==> src/rtl/c8080alu_pkg.sv <==
// Shared types and codes for the 8080-style ALU block.
// Holds the operation codes, writeback codes and the word structs used by
// the top level and the ALU datapath.
package c8080alu_pkg;

    localparam int KindWidth = 5;
    localparam int WbWidth   = 2;

    typedef logic [KindWidth-1:0] kind_t;
    typedef logic [WbWidth-1:0]   wb_t;

    // Operation codes
    localparam kind_t KIND_ADD = 5'd0;
    localparam kind_t KIND_ADC = 5'd1;
    localparam kind_t KIND_SUB = 5'd2;
    localparam kind_t KIND_SBB = 5'd3;
    localparam kind_t KIND_ANA = 5'd4;
    localparam kind_t KIND_ORA = 5'd5;
    localparam kind_t KIND_XRA = 5'd6;
    localparam kind_t KIND_CMP = 5'd7;
    localparam kind_t KIND_INR = 5'd8;
    localparam kind_t KIND_DCR = 5'd9;
    localparam kind_t KIND_DAA = 5'd10;
    localparam kind_t KIND_RLC = 5'd11;
    localparam kind_t KIND_RRC = 5'd12;
    localparam kind_t KIND_RAL = 5'd13;
    localparam kind_t KIND_RAR = 5'd14;
    localparam kind_t KIND_CMA = 5'd15;
    localparam kind_t KIND_CMC = 5'd16;
    localparam kind_t KIND_STC = 5'd17;
    localparam kind_t KIND_INX = 5'd18;
    localparam kind_t KIND_DCX = 5'd19;
    localparam kind_t KIND_DAD = 5'd20;

    // Writeback codes
    localparam wb_t WB_NONE = 2'd0;
    localparam wb_t WB_BYTE = 2'd1;
    localparam wb_t WB_PAIR = 2'd2;

    // DAA constants
    localparam logic [7:0] DAA_LOW_ADJ  = 8'h06;
    localparam logic [7:0] DAA_HIGH_ADJ = 8'h60;
    localparam logic [3:0] BCD_MAX      = 4'd9;

    typedef struct packed {
        logic sign;
        logic zero;
        logic aux;
        logic parity;
        logic carry;
    } flags_t;

    typedef struct packed {
        kind_t       kind;
        logic [7:0]  acc_value;
        logic [7:0]  operand_value;
        logic [15:0] pair_first;
        logic [15:0] pair_second;
        flags_t      flags;
    } alu_in_t;

    typedef struct packed {
        logic [7:0]  byte_result;
        logic [15:0] pair_result;
        wb_t         writeback;
        flags_t      flags;
    } alu_out_t;

endpackage

==> src/rtl/cpu8080_alu_flags.sv <==
// Top level of the 8080-style ALU: stream ports, input and result registers.
// Depends on c8080alu_pkg and c8080alu_core.
//
//  port group | dir | tdata fields (low bit up)                      | tuser
//  s_*        | in  | acc_value, operand_value, pair_first,          | kind
//             |     | pair_second, sign/zero/aux/parity/carry_in     |
//  m_*        | out | byte_result, pair_result,                      | writeback
//             |     | sign/zero/aux/parity/carry_out                 |
//
// One word per cycle while m_tready allows: the input register feeds the ALU
// logic, whose output lands in the result register.
// aresetn clears both valid flags; payload registers are not reset.
// A stall on m_tready holds the result register; the input register keeps
// taking words as long as the result register can drain or is empty.
module cpu8080_alu_flags
    import c8080alu_pkg::*;
(
    input  logic        aclk,
    input  logic        aresetn,
    input  logic        s_tvalid,
    output logic        s_tready,
    // acc_value[7:0], operand_value[15:8], pair_first[31:16], pair_second[47:32],
    // sign_in[48], zero_in[49], aux_in[50], parity_in[51], carry_in[52], zero pad
    input  logic [55:0] s_tdata,
    // kind[4:0]
    input  logic [4:0]  s_tuser,
    output logic        m_tvalid,
    input  logic        m_tready,
    // byte_result[7:0], pair_result[23:8], sign_out[24], zero_out[25],
    // aux_out[26], parity_out[27], carry_out[28], zero pad
    output logic [31:0] m_tdata,
    // writeback[1:0]
    output logic [1:0]  m_tuser
);

    logic     in_valid_reg;
    logic     in_valid_next;
    alu_in_t  in_word_reg;
    alu_in_t  in_word_next;
    logic     out_valid_reg;
    logic     out_valid_next;
    alu_out_t out_word_reg;
    alu_out_t alu_result;
    logic     out_load;
    logic     in_load;

    assign out_load = in_valid_reg && (!out_valid_reg || m_tready);
    assign s_tready = !in_valid_reg || out_load;
    assign in_load  = s_tvalid && s_tready;

    always_comb begin
        in_word_next.kind          = s_tuser;
        in_word_next.acc_value     = s_tdata[7:0];
        in_word_next.operand_value = s_tdata[15:8];
        in_word_next.pair_first    = s_tdata[31:16];
        in_word_next.pair_second   = s_tdata[47:32];
        in_word_next.flags.sign    = s_tdata[48];
        in_word_next.flags.zero    = s_tdata[49];
        in_word_next.flags.aux     = s_tdata[50];
        in_word_next.flags.parity  = s_tdata[51];
        in_word_next.flags.carry   = s_tdata[52];
    end

    // advance the input stage when it drains or a new word arrives
    assign in_valid_next  = in_load || (in_valid_reg && !out_load);
    // hold the result until taken
    assign out_valid_next = out_load || (out_valid_reg && !m_tready);

    always_ff @(posedge aclk) begin
        if (!aresetn) begin
            in_valid_reg  <= 1'b0;
            out_valid_reg <= 1'b0;
        end else begin
            in_valid_reg  <= in_valid_next;
            out_valid_reg <= out_valid_next;
        end
    end

    always_ff @(posedge aclk) begin
        if (in_load) begin
            in_word_reg <= in_word_next;
        end
        if (out_load) begin
            out_word_reg <= alu_result;
        end
    end

    c8080alu_core u_core (
        .op_in  (in_word_reg),
        .op_out (alu_result)
    );

    assign m_tvalid = out_valid_reg;
    assign m_tdata  = {3'b000,
                       out_word_reg.flags.carry,
                       out_word_reg.flags.parity,
                       out_word_reg.flags.aux,
                       out_word_reg.flags.zero,
                       out_word_reg.flags.sign,
                       out_word_reg.pair_result,
                       out_word_reg.byte_result};
    assign m_tuser  = out_word_reg.writeback;

endmodule

==> src/rtl/c8080alu_core.sv <==
// Combinational datapath of the 8080-style ALU: one operation per word.
// Depends on c8080alu_pkg for codes and the input and result structs.
module c8080alu_core
    import c8080alu_pkg::*;
(
    input  alu_in_t  op_in,
    output alu_out_t op_out
);

    logic [7:0]  a;
    logic [7:0]  b;
    logic [7:0]  nb;
    logic        cin;
    logic [8:0]  sum9;
    logic [4:0]  nib5;
    logic        lo_gt9;
    logic        hi_adj;
    logic [7:0]  corr;
    logic [16:0] dad_sum;
    logic [7:0]  res;
    logic [15:0] pres;
    wb_t         wb;
    logic        szp;
    flags_t      fin;
    flags_t      fout;

    assign a   = op_in.acc_value;
    assign b   = op_in.operand_value;
    assign nb  = ~op_in.operand_value;
    assign fin = op_in.flags;

    // DAA correction terms
    assign lo_gt9 = (a[3:0] > BCD_MAX);
    assign hi_adj = (a[7:4] > BCD_MAX) || ((a[7:4] >= BCD_MAX) && lo_gt9) || fin.carry;
    assign corr   = ((lo_gt9 || fin.aux) ? DAA_LOW_ADJ : 8'h00)
                  | (hi_adj ? DAA_HIGH_ADJ : 8'h00);

    assign dad_sum = {1'b0, op_in.pair_first} + {1'b0, op_in.pair_second};

    always_comb begin
        res  = 8'h00;
        pres = 16'h0000;
        wb   = WB_NONE;
        szp  = 1'b0;
        fout = fin;
        cin  = 1'b0;
        sum9 = 9'h000;
        nib5 = 5'h00;
        unique case (op_in.kind)
            KIND_ADD, KIND_ADC: begin
                cin        = (op_in.kind == KIND_ADC) ? fin.carry : 1'b0;
                sum9       = {1'b0, a} + {1'b0, b} + {8'h00, cin};
                nib5       = {1'b0, a[3:0]} + {1'b0, b[3:0]} + {4'h0, cin};
                fout.aux   = nib5[4];
                fout.carry = sum9[8];
                res        = sum9[7:0];
                wb         = WB_BYTE;
                szp        = 1'b1;
            end
            KIND_SUB, KIND_SBB, KIND_CMP: begin
                // subtract as a + ~b + !borrow; carry flag is the borrow
                cin        = ~((op_in.kind == KIND_SBB) ? fin.carry : 1'b0);
                sum9       = {1'b0, a} + {1'b0, nb} + {8'h00, cin};
                nib5       = {1'b0, a[3:0]} + {1'b0, nb[3:0]} + {4'h0, cin};
                fout.aux   = nib5[4];
                fout.carry = ~sum9[8];
                res        = sum9[7:0];
                wb         = (op_in.kind == KIND_CMP) ? WB_NONE : WB_BYTE;
                szp        = 1'b1;
            end
            KIND_ANA, KIND_ORA, KIND_XRA: begin
                res        = (op_in.kind == KIND_ANA) ? (a & b)
                           : (op_in.kind == KIND_ORA) ? (a | b) : (a ^ b);
                fout.aux   = 1'b0;
                fout.carry = 1'b0;
                wb         = WB_BYTE;
                szp        = 1'b1;
            end
            KIND_INR: begin
                fout.aux = (a[3:0] == 4'hF);
                res      = a + 8'h01;
                wb       = WB_BYTE;
                szp      = 1'b1;
            end
            KIND_DCR: begin
                fout.aux = (a[3:0] != 4'h0);
                res      = a - 8'h01;
                wb       = WB_BYTE;
                szp      = 1'b1;
            end
            KIND_DAA: begin
                nib5     = {1'b0, a[3:0]} + {1'b0, corr[3:0]};
                fout.aux = nib5[4];
                if (hi_adj) begin
                    fout.carry = 1'b1;
                end
                res = a + corr;
                wb  = WB_BYTE;
                szp = 1'b1;
            end
            KIND_RLC: begin
                res        = {a[6:0], a[7]};
                fout.carry = a[7];
                wb         = WB_BYTE;
            end
            KIND_RRC: begin
                res        = {a[0], a[7:1]};
                fout.carry = a[0];
                wb         = WB_BYTE;
            end
            KIND_RAL: begin
                res        = {a[6:0], fin.carry};
                fout.carry = a[7];
                wb         = WB_BYTE;
            end
            KIND_RAR: begin
                res        = {fin.carry, a[7:1]};
                fout.carry = a[0];
                wb         = WB_BYTE;
            end
            KIND_CMA: begin
                res = ~a;
                wb  = WB_BYTE;
            end
            KIND_CMC: begin
                fout.carry = ~fin.carry;
            end
            KIND_STC: begin
                fout.carry = 1'b1;
            end
            KIND_INX: begin
                pres = op_in.pair_first + 16'h0001;
                wb   = WB_PAIR;
            end
            KIND_DCX: begin
                pres = op_in.pair_first - 16'h0001;
                wb   = WB_PAIR;
            end
            KIND_DAD: begin
                pres       = dad_sum[15:0];
                fout.carry = dad_sum[16];
                wb         = WB_PAIR;
            end
            default: begin
                // unused codes: write nothing, keep all flags
                wb = WB_NONE;
            end
        endcase
        if (szp) begin
            fout.sign   = res[7];
            fout.zero   = (res == 8'h00);
            fout.parity = ~^res;
        end
    end

    assign op_out.byte_result = res;
    assign op_out.pair_result = pres;
    assign op_out.writeback   = wb;
    assign op_out.flags       = fout;

endmodule

==> config.mk <==
export PLATFORM = sky130hd
export DESIGN_NAME = cpu8080_alu_flags
export DESIGN_NICKNAME = d
export VERILOG_FILES = /design/src/rtl/c8080alu_pkg.sv /design/src/rtl/cpu8080_alu_flags.sv /design/src/rtl/c8080alu_core.sv
export SDC_FILE = /design/constraint.sdc
export NUM_CORES = 1
export LEC_CHECK = 0
export ABC_AREA = 1
export BUFFER_PORTS_ARGS = -buffer_cell sky130_fd_sc_hd__buf_4
export CAP_MARGIN = 20
export CORE_ASPECT_RATIO = 2
export CORE_MARGIN = 2
export CORE_UTILIZATION = 40
export CTS_CLUSTER_SIZE = 28
export DETAILED_ROUTE_END_ITERATION = 6
export GPL_TIMING_DRIVEN = 0
export PLACE_DENSITY_LB_ADDON = 0.1
export SLEW_MARGIN = 20
export SYNTH_ARGS = -nofsm -noshare
export SYNTH_HDL_FRONTEND = slang
export SYNTH_HIERARCHICAL = 1
export SYNTH_SLANG_ARGS = --single-unit
export TNS_END_PERCENT = 5
==> constraint.sdc <==
create_clock -name aclk -period 7.7 [get_ports aclk]
set_input_delay 1.155 -clock aclk [delete_from_list [all_inputs] [get_ports aclk]]
set_output_delay 1.155 -clock aclk [all_outputs]
set_load 0.05 [all_outputs]
== Word-level counts from Yosys, hierarchy flattened ==
Cells that the tools add are included.

* Bits in registers: 91
* Input port bits: 65
* Output and inout port bits: 36
* Word-level logic and storage cells: 112

* Add/sub/neg operators: 15
* Magnitude comparators: 3
* Equality and inequality tests: 21
* Mux-type cells: 16
* Bitwise gates (word level): 9
* Reduce and logical (&&, ||, !) cells: 28

{| class="wikitable"
|+ Operators with widths
! kind !! count
|-
| $pmux W8 S11 || 1
|-
| $pmux W16 S3 || 1
|-
| $eq A5 B4 Y1 const B || 8
|-
| $eq A5 B5 Y1 const B || 5
|-
| $eq A5 B3 Y1 const B || 4
|-
| $add A8 B8 Y9 || 2
|-
| $add A9 B1 Y9 || 2
|-
| $add A16 B16 Y17 || 1
|-
| $add A16 B1 Y16 const B || 1
|-
| $mux W8 || 2
|-
| $not A8 Y8 || 2
|-
| $or A8 B8 Y8 || 2
|-
| $sub A16 B1 Y16 const B || 1
|-
| $add A4 B4 Y5 || 3
|-
| $reduce_or A13 Y1 || 1
|-
| $reduce_or A11 Y1 || 1
|-
| $add A5 B1 Y5 || 2
|-
| $eq A5 B2 Y1 const B || 2
|-
| $pmux W1 S9 || 1
|-
| $reduce_or A3 Y1 || 3
|-
| $add A8 B1 Y8 const B || 1
|-
| $add A8 B8 Y8 || 1
|-
| $and A8 B8 Y8 || 1
|-
| $gt A4 B4 Y1 const B || 2
|-
| 20 further kinds || 42
|}

== Longest topological paths before layout ==
* Depth after elaboration: 10
* Depth in mapped cells: 22
* Mapped depth without buffers: 22

== By module ==
The synthesis kept the hierarchy.

{| class="wikitable"
|+ By module, submodules not included
! module !! instances !! cells an instance !! area an instance (um^2) !! sequential area each (um^2)
|-
| c8080alu_core || 1 || 715 || 4060.1 || 0.0
|-
| cpu8080_alu_flags || 1 || 106 || 2793.9 || 2712.6
|}

== Least setup slack after synthesis ==
No wires, ideal clock.

* Path kind: register to register
* Start: register in_word_reg[57] (netlist bit)
* End: register out_word_reg (netlist bit m_tdata[27]), data pin
* Library setup time: 270 ps
* Arrival: 2940 ps
* Data required time: 7430 ps
* Slack: 4490 ps
* Cell stages (with the launch flop): 17
* Buffers on the path: 1
* Period minus slack after synthesis: 3210 ps
* Cell sequence: edfxtp_1 -> buf_6 -> nor2_8 -> nand2_2 -> nor3_1 -> fa_1 -> inv_1 -> fa_1 -> o31ai_1 -> a21oi_1 -> o21ai_0 -> nand2_1 -> nor3_1 -> ha_1 -> xnor2_1 -> xnor2_1 -> o21ai_0

{| class="wikitable"
|+ RTL lines
! item !! RTL line !! text
|-
| from (decl) || cpu8080_alu_flags.sv:38 || <nowiki>alu_in_t in_word_reg;</nowiki>
|-
| from (signal assigned) || cpu8080_alu_flags.sv:81 || <nowiki>in_word_reg <= in_word_next;</nowiki>
|-
| to (signal assigned) || cpu8080_alu_flags.sv:84 || <nowiki>out_word_reg <= alu_result;</nowiki>
|-
| to (decl) || cpu8080_alu_flags.sv:42 || <nowiki>alu_out_t out_word_reg;</nowiki>
|}

==> flow_metrics.tcl <==
set metrics [dict create \
    antenna_found_initial 0 \
    die-height_um 189 \
    io_pins 101 \
    worst_pin_slew_ns 0.760 \
    required_ns 7.79 \
    power.total_mw 1.38 \
    synth-edff-count 89 \
    yosysWarnings 6 \
    vdd_drop_max_mv 0.150 \
    vias_per_cell 5.37 \
    outcome "completed" \
    htreeDepth 3 \
    grt_pass1_vias 6290 \
    synth_top_family_by_area "simple AND/OR/NAND/NOR gates" \
    fin_area_um2 8170 \
    drcViolationCount 0 \
    dpl.hpwl_um 17400 \
    yosys.area_share.xor_xnor_pct 1.15 \
    finalClockSkew_ns 0.00708 \
    avgSynthCellArea_um2 8.35 \
    cp_slowest_cell "o31ai_1" \
    synth_cells 821 \
    slew_headroom_pct 49.2 \
    synthSimpleGateAreaFrac_pct 26.2 \
    finalSetupViolCount 0 \
    ys_types 50 \
    leakagePower_nw 3.88 \
    path_max_fanout 8 \
    drv_cap 0 \
    cts_buffers 9 \
    clkSinkCount 91 \
    io_buffers 94 \
    drt_iter0_drc 268 \
    synth_area_um2 6850 \
    die_w_um 96.6 \
    clock_latency_ns 0.35 \
    place_inst 1126 \
    tritoncts "done" \
    finalWirelength_um 21300 \
    synth_compound_area_share_pct 12.4 \
    grt-ovfl-total 0 \
    grt_setup_unrepaired "no" \
    multi_input_area_um2 3680 \
    clkTransAtPathRegs_ns 0.06 \
    fillCellCount 1694 \
    drive_above_1_share_pct 17.8 \
    fp-row-count 67 \
    yosys-top-cells-area "edfxtp_1, ha_1, nand2_1, nand3_1, inv_1" \
    crit_type "reg -> reg" \
    final-hold-violation-count 0 \
    cts.repair.resized 0 \
    drtAntennaViolNets 0 \
    ys_seq_area_share_pct 39.6 \
    power_density_nw_per_um2 169 \
    start_util_pct 40.9 \
    grt_usage_pct 24.3 \
    max_freq_mhz 239 \
    synthAdderAreaFrac_pct 13.7 \
    design.core.area_um2 16800 \
    synth-main-ff-cell "edfxtp_1" \
    n_antenna_cell 0 \
    area_growth_syn_to_layout_pct 19.2 \
    grt_max_degree 43 \
    cts_buffer_depth 2 \
    wl_per_cell_um 18.7 \
    postCtsSetupBuffers 0 \
    synthArstFlopShare_pct 0 \
    hold_slack_ns 0.495 \
    cts_root_buffer "clkbuf_16" \
    slowest_delay_ns 0.62 \
    arrival_ns 4.26 \
    muxShareOfSynthArea_pct 0 \
    hold_buffers 0 \
    die_area_um2 18300 \
    gp_congestion 0.966 \
    dr_total_vias 6129 \
    ff_latch_area_um2 2710 \
    grt_pass1_wl_um 32200 \
    synth_top_area_cell "edfxtp_1" \
    slew_violations 0 \
    fin_crit_sh_pct 54.2 \
    synth-seq-cells 91 \
    min_period_ns 4.18 \
    largest_register_ffs 58 \
    fin_nets 1066 \
    dpl_cell_area_um2 7890 \
    drt_pass1_iterations 5 \
    hp-class "reg -> reg" \
    yosysTopAreaCellShare_pct 39.0 \
    fin_tns_setup_ns 0 \
    path_cells "buf_6 -> nor2_8 -> nand2_2 -> nor3_1 -> fa_1 -> inv_1 -> fa_1 -> o31ai_1 -> a21oi_1 -> o21ai_0 -> nand2_1 -> nor3_1 -> ha_1 -> xnor2_1 -> xnor2_1 -> o21ai_0" \
    layout.cells.non_filler 1141 \
    crit_path_start_kind "register" \
    cp-end-kind "register" \
]
## layer usage
layer	share of wire (%)	vias to the layer above	GRT usage, %
li1	-	3054	-
met1	31	2840	21.7
met2	60	177	48.1
met3	3.2	58	2.35
met4	6.3	0	15.6
met5	0	-	0
## cell usage after synthesis, types with 3 or more instances
library cell and count:
o211ai_1 4, nand3b_1 3, buf_2 5, inv_2 13, buf_4 5, a21oi_1 58
xnor2_1 7, o21ai_0 40, nand4_1 22, ha_1 64, nand2_2 6, nand3_1 69
o221ai_1 4, inv_1 91, edfxtp_1 89, a21o_1 7, o21ai_1 3, nor3_1 10
nor2_1 69, o22ai_1 6, nor3b_1 3, o21bai_1 6, or2_2 3, nand3_2 3
nand2_4 3, fa_1 7, a31oi_1 3, nand2_1 186
## cells by family (layout without fill, tap and decap cells)
kind of cell	after synthesis	after routing
simple gates	389	389
buf+inv	117	228
fa+ha+maj	71	71
other cells	1	3
xor+xnor	9	9
compound gates	143	143
flops	91	91
## final cells by class
cell class / instances / area share, %
plain buffers: 11 / 0.904
clock buffers: 9 / 2.76
clock inverters: 6 / 0.704
inverters: 106 / 4.96
multi-input cells: 615 / 45.1
flip-flops and latches: 91 / 33.2
well taps: 207 / 3.17
repair buffers: 96 / 9.22
## stage by stage
stage / util (%) / worst slack [ns]
finish: 48.7 / 3.52
CTS: 48.7 / 3.55
global route: 48.7 / 3.30
floorplan: - / 4.49
global placement: 46.7 / 3.16
detailed placement: 47.0 / 3.54
## power by group
part	leakage (nW)	switching (mW)	total [mW]	internal, mW
Combinational	2.86	0.223	0.344	0.121
Clock	0.132	0.188	0.435	0.247
Sequential	0.891	0.0206	0.599	0.578
Total	3.88	0.431	1.38	0.946
## path summary, 6_finish.rpt
kind / from / slack [ns] / end / cells past startpoint
setup reg to reg: in_word_reg[57] / 3.52 / m_tdata[27] / 16
setup / recovery: in_word_reg[57] / 3.52 / m_tdata[27] / 16
hold reg to reg: in_valid_reg / 0.50 / in_valid_reg / 2
hold / removal: in_valid_reg / 0.50 / in_valid_reg / 2
## critical path: cells and delay by family (launching register included)
kind,cells,cell delay (ns)
simple gates,5,0.92
xor+xnor,2,0.30
compound gates,4,1.00
buf+inv,2,0.24
fa+ha+maj,3,1.07
flops,1,0.38
## cells in the final DEF, fill, tap and decap left out, types with 7 or more instances in the layout
cell type,synthesis,final
edfxtp_1,89,89
o21ai_0,40,40
a21o_1,7,7
ha_1,64,64
a21oi_1,58,57
nand4_1,22,22
fa_1,7,7
inv_2,13,13
nor3_1,10,10
clkbuf_16,0,9
xnor2_1,7,7
nand3_1,69,69
nor2_1,69,69
buf_4,5,99
nand2_1,186,186
inv_1,91,90
Note: power is estimated with default switching activity, not from simulation.
